**src/hw/rtl/sdms_pkg.sv**
```systemverilog
`timescale 1ns / 1ps
`default_nettype none

package sdms_pkg;

  // per-cycle command broadcast to every cell of the chain
  typedef struct packed {
    logic insert;  // place the broadcast item, cells below it shift down
    logic shift;   // every cell takes its lower neighbor, cell 0 leaves as a beat
    logic flush;   // drop all held entries
  } sdms_cell_ctrl_t;

  // byte-aligned width of the output tdata: 32-bit key then 16-bit payload
  localparam int unsigned OutKeyW  = 32;
  localparam int unsigned OutPayW  = 16;
  localparam int unsigned OutDataW = ((OutKeyW + OutPayW + 7) / 8) * 8;

endpackage

`default_nettype wire

```
**src/hw/rtl/sdms_cell.sv**
```systemverilog
`timescale 1ns / 1ps
`default_nettype none

module sdms_cell
  import sdms_pkg::*;
#(
  parameter int unsigned KEY_WIDTH     = 32,
  parameter int unsigned PAYLOAD_WIDTH = 16
) (
  input  wire logic                     clk_i,
  input  wire logic                     rst_ni,
  input  wire sdms_cell_ctrl_t          ctrl_i,
  input  wire logic [KEY_WIDTH-1:0]     new_key_i,
  input  wire logic [PAYLOAD_WIDTH-1:0] new_pay_i,
  input  wire logic                     up_less_i,
  input  wire logic                     up_valid_i,
  input  wire logic [KEY_WIDTH-1:0]     up_key_i,
  input  wire logic [PAYLOAD_WIDTH-1:0] up_pay_i,
  input  wire logic                     dn_valid_i,
  input  wire logic [KEY_WIDTH-1:0]     dn_key_i,
  input  wire logic [PAYLOAD_WIDTH-1:0] dn_pay_i,
  output logic                          less_o,
  output logic                          valid_o,
  output logic [KEY_WIDTH-1:0]          key_o,
  output logic [PAYLOAD_WIDTH-1:0]      pay_o
);

  logic                     valid_q, valid_d;
  logic [KEY_WIDTH-1:0]     key_q, key_d;
  logic [PAYLOAD_WIDTH-1:0] pay_q, pay_d;

  // an empty cell or a strictly smaller key gives way; equal keys stay ahead
  assign less_o = !valid_q || (key_q < new_key_i);

  always_comb begin
    valid_d = valid_q;
    key_d   = key_q;
    pay_d   = pay_q;
    priority if (ctrl_i.flush) begin
      valid_d = 1'b0;
    end else if (ctrl_i.shift) begin
      valid_d = dn_valid_i;
      key_d   = dn_key_i;
      pay_d   = dn_pay_i;
    end else if (ctrl_i.insert && less_o) begin
      if (up_less_i) begin
        valid_d = up_valid_i;
        key_d   = up_key_i;
        pay_d   = up_pay_i;
      end else begin
        valid_d = 1'b1;
        key_d   = new_key_i;
        pay_d   = new_pay_i;
      end
    end
  end

  always_ff @(posedge clk_i or negedge rst_ni) begin
    if (!rst_ni) begin
      valid_q <= 1'b0;
    end else begin
      valid_q <= valid_d;
    end
  end

  always_ff @(posedge clk_i) begin
    key_q <= key_d;
    pay_q <= pay_d;
  end

  assign valid_o = valid_q;
  assign key_o   = key_q;
  assign pay_o   = pay_q;

endmodule

`default_nettype wire

```
**config.mk**
```make
export PLATFORM = sky130hd
export DESIGN_NAME = sdms_cell
export DESIGN_NICKNAME = d
export VERILOG_FILES = /design/src/hw/rtl/sdms_pkg.sv /design/src/hw/rtl/sdms_cell.sv
export SDC_FILE = /design/constraint.sdc
export NUM_CORES = 1
export LEC_CHECK = 0
export ABC_CLOCK_PERIOD_IN_PS = 3600
export BUFFER_PORTS_ARGS = -buffer_cell sky130_fd_sc_hd__buf_2
export CAP_MARGIN = 10
export CORE_ASPECT_RATIO = 1.1
export CORE_UTILIZATION = 44
export DETAILED_ROUTE_END_ITERATION = 8
export PLACE_DENSITY = 0.85
export SYNTH_ARGS = -nofsm -noshare
export SYNTH_HDL_FRONTEND = slang
export SYNTH_SLANG_ARGS = --single-unit
export TNS_END_PERCENT = 100
```
**constraint.sdc**
```tcl
create_clock -name clk_i -period 3.6 [get_ports clk_i]
set_clock_uncertainty 0.15 [all_clocks]
set_input_delay 0.72 -clock clk_i [delete_from_list [all_inputs] [get_ports clk_i]]
set_output_delay 0.72 -clock clk_i [all_outputs]
set_load 0.02 [all_outputs]
```
# Word level (Yosys, flattened, before mapping)

Index checks and enable logic that the tools add are counted.

Register bits after elaboration: 49
Input port bits: 152
Output and inout port bits: 50
Word-level logic and storage cells: 21

Magnitude comparators: 1
Multiplexer cells: 10
Bitwise logic cells: 1
Reduce and logical (&&, ||, !) cells: 6

Operators by type and width:

| cell                        | number |
|---|---|
| 32-bit two-way mux          | 3 |
| 16-bit two-way mux          | 3 |
| 32-bit less-than comparator | 1 |
| 1-bit two-way mux           | 4 |
| 3-bit nonzero test          | 1 |
| 2-bit AND reduction         | 1 |
| 2-bit nonzero test          | 1 |
| 1-bit logical AND           | 1 |
| 1-bit logical NOT           | 1 |
| 1-bit logical OR            | 1 |
| 1-bit inverter              | 1 |

# Depth between registers and ports, before layout

Depth in word-level cells: 6
Mapped depth: 8

# Worst setup path before layout

Ideal clock, no wire load.

Kind: input -> register
Start: input port new_key_i[30]
End: register key_q[0], in the netlist key_o[0], enable pin
Library setup time: 388 ps
Arrival time: 2,727 ps
Data required time: 3,062 ps
Setup slack: 335 ps
Stages on the path: 8
Buffers on the path: 0
Path through: inv_1 > ha_1 > a21oi_1 > nand2_1 > a221o_1 > nor3_1 > o21ai_0 > o21ba_2

Cells in the longest elaborated chain, start to end: 5

Ends and longest elaborated chain:

| what                                 | line            | text |
|---|---|---|
| start: declaration                   | sdms_cell.sv:13 | `input wire logic [KEY_WIDTH-1:0] new_key_i,` |
| 32-bit less-than comparator          | sdms_cell.sv:33 | `assign less_o = !valid_q \|\| (key_q < new_key_i);` |
| 1-bit logical OR                     | sdms_cell.sv:33 |  |
| 1-bit logical AND                    | sdms_cell.sv:45 | `end else if (ctrl_i.insert && less_o) begin` |
| 2-bit nonzero test (no source line)  | --              |  |
| 2-bit AND reduction (no source line) | --              |  |
| end signal: assignment               | sdms_cell.sv:67 | `key_q <= key_d;` |
| end: declaration                     | sdms_cell.sv:29 | `logic [KEY_WIDTH-1:0] key_q, key_d;` |

Every way passes these cells.
A chain may end at the register's enable or synchronous reset.

# Worst setup path in the final report

Start: input port new_key_i[6]
End: output port less_o

Cells in the longest elaborated chain, start to end: 2

Ends and longest elaborated chain:

| what                        | line            | text |
|---|---|---|
| 32-bit less-than comparator | sdms_cell.sv:33 |  |
| 1-bit logical OR            | sdms_cell.sv:33 |  |
| end: declaration            | sdms_cell.sv:22 | `output logic less_o,` |

Every way passes these cells.

==> impl_results.md <==
* Status: finished with violations
* Violated checks: design-rule violations
* Post-Syn Area at between 3000 and 4000 µm²
* HPWL after DPL at 7265 µm
* First-pass GRT wire length at about 14,000 µm
* Commonest non-fill, non-tap cell in the layout: buf_2
* Gate Count Post-Synth at ~330
* Routed vias/inst at about 5.2
* Final GP Congestion at 0.8554
* Power per Cell Area at 316.0 nW/µm²
* Pleak at approximately 2.3 nW
* Placement row count at 32
* Max H-tree Level at 2
* Drt pass-1 iters at 7
* Syn_area_per_cell at between 10 and 15 µm²
* Die H at 93.12 µm
* Commonest non-fill, non-tap cells in the layout: buf_2, nand2_1, o21ai_0
* Final setup TNS at 0 ns
* Area of the core at around 7000 µm²
* Syn Nets at 514
* DR iter-0 viols at 121
* Tcrit/Tclk final at 93.18%
* Netlist cell types at 31
* I/O pins at 202
* Fillers at 580
* Detailed-route via count at 3,192
* Final Max Slew Viols at 0
* Crit start category: input port
* CP arrival at 2.48 ns
* Tot Pwr at 1.425 mW
* CP Data Required Time at 2.73 ns
* Clock period minus worst slack at 3.354 ns
* Post-route cell area at around 4500 µm²
* Grt ovf at 0
* Root Driver: clkbuf_8
* Seq/Total Area, Yosys at between 40% and 50%
* Hold buffer count at CTS at 0
* CTS Sinks at 49
* Max-cap violations at 0
* Port buffer count at 201
* Tot GR Track Use at between 20% and 30%
* Final wirelength at 8942 µm
* Setup bufs post-CTS at 0
* Crit end category: output pin
* CTS tree: built
* Die W at roughly 85 µm
* Final Hold Viols at 0
* WL per Instance at 14.59 µm
* Layout area overhead at 35.83%
* Largest net degree at the start of global routing at 38
* Post-placement worst setup slack at 0.2464 ns
* Share of cells above drive strength 1 at 41.67%
* Dpl cells at 605
* Crit Path Class: in -> out
* CTS resizes at 0
* Post-route ant nets at 0
* Final setup fails at 0
* Initial core utilization at 46.33%
* Worst-Margin Slew at roughly 0.58 ns
* Worst rel slew slack at 61.42%
* Synthesis Warnings at 0
* Final #Nets at 710
* Post-route non-filler standard cell count at 613
* Worst vdd ir at 0.1543 mV
* DIE AREA at 7899 µm²
* Placed Area at ~4400 µm²
* Initial antenna violation count at 0
* CTS buffer count at 5
* Worst-Skew Late Latency at 0.30 ns
* N_diodes at 0
* Hold Path Class: in -> async
* Synth Register Bits at 49
* Clk buf depth at 2
* Vias in the first global route at 3,121
* RSZ-0062 raised after global routing: false
* Final worst slack at 0.2455 ns
* Residual DRC at 11
* Crit Path Max Fanout at 3
* Clk slew on worst S/H paths at 0.09 ns
* FMAX at about 300 MHz
==> cells in the mapped netlist <==
cell | n | area [µm²]
a21oi_1 | 12 | 60.06
nand2_1 | 54 | 202.7
and3_1 | 1 | 6.260
or4_1 | 1 | 7.510
nand3_1 | 4 | 20.02
o21ba_2 | 1 | 10.01
a21bo_2 | 1 | 10.01
nand2b_1 | 2 | 12.51
edfxtp_1 | 48 | 1441
a221oi_2 | 1 | 15.01
mux2i_1 | 48 | 480.5
nor3_1 | 2 | 10.01
a2111oi_0 | 1 | 8.760
nand4b_1 | 1 | 8.760
nor2_1 | 5 | 18.77
a2111oi_2 | 1 | 15.01
buf_1 | 2 | 7.510
nand4_1 | 4 | 25.02
dfrtp_1 | 1 | 25.02
and4_1 | 1 | 8.760
buf_2 | 3 | 15.01
o21ai_0 | 54 | 270.3
a221o_1 | 1 | 10.01
a21o_1 | 3 | 22.52
nor2b_1 | 1 | 6.260
a41oi_2 | 1 | 16.27
clkbuf_1 | 12 | 45.04
inv_1 | 32 | 120.1
nand4_2 | 1 | 12.51
nor4_4 | 1 | 21.27
ha_1 | 31 | 387.9
==> per-stage QoR <==
step / hold WS (ns) / util, %
6_report: 0.02962 / 62.94
5_1_grt: 0.02283 / 62.94
4_1_cts: 0.02581 / 62.94
3_5_place_dp: 0.3505 / 61.78
3_3_place_gp: 0.3500 / 61.78
2_1_floorplan: 0.2744 / -
==> sequential cells by signal (all words and copies together), names as in the netlist <==
signal   cells
valid_o      1
pay_o       16
key_o       32
==> critical path, stage by stage <==
cell      delay [ns]
buf_2           0.09
inv_1           0.04
ha_1            0.31
nand3_1         0.09
or4_1           0.52
nand4b_1        0.15
a41oi_2         0.16
a21bo_2         0.24
buf_2           0.16
==> per-layer routing <==
layer	part of all wire [%]	track usage [%]	wire length [µm]
met2	52	42.75	4670
met3	6.4	4.148	576
met4	2.0	8.192	182
met1	39	25.11	3513
met5	0	0	0
==> logic make-up after synthesis <==
| family | share of synthesized area [%] |
|---|---|
| buffers and inverters | 5.652 |
| adder cells (fa/ha/maj) | 11.68 |
| multiplexers | 14.47 |
| flip-flops | 44.16 |
| AO/OA/AOI/OAI | 13.19 |
| AND/OR/NAND/NOR | 10.85 |
==> cell type report <==
cell class | count | area [µm²] | share of cell area, %
multi-input combinational | 233 | 1667 | 36.95
sequential | 49 | 1466 | 32.51
timing repair buffer | 206 | 1069 | 23.69
inverter | 32 | 120.1 | 2.663
tap | 85 | 106.4 | 2.358
clock buffer | 6 | 72.57 | 1.609
clock inverter | 2 | 10.01 | 0.2219
==> report_power, final <==
group | total (mW) | switching, mW | internal [mW]
sequential | 0.701 | 0.0188 | 0.682
combinational | 0.400 | 0.225 | 0.175
clock | 0.324 | 0.189 | 0.135
==> final timing paths <==
| check | start | slack [ns] | cells after the start | to |
|---|---|---|---|---|
| worst max-delay path | new_key_i[6] | 0.25 | 9 | less_o |
| worst min-delay path | rst_ni | 0.03 | 1 | valid_o |
| worst max register to register | key_o[26] | 0.77 | 8 | key_o[21] |
| worst min register to register | valid_o | 0.52 | 2 | valid_o |
| max in group asynchronous | rst_ni | 3.19 | 1 | valid_o |
| min in group clk_i | ctrl_i[0] | 0.44 | 2 | valid_o |
Note: power is estimated with default switching activity, not from simulation.
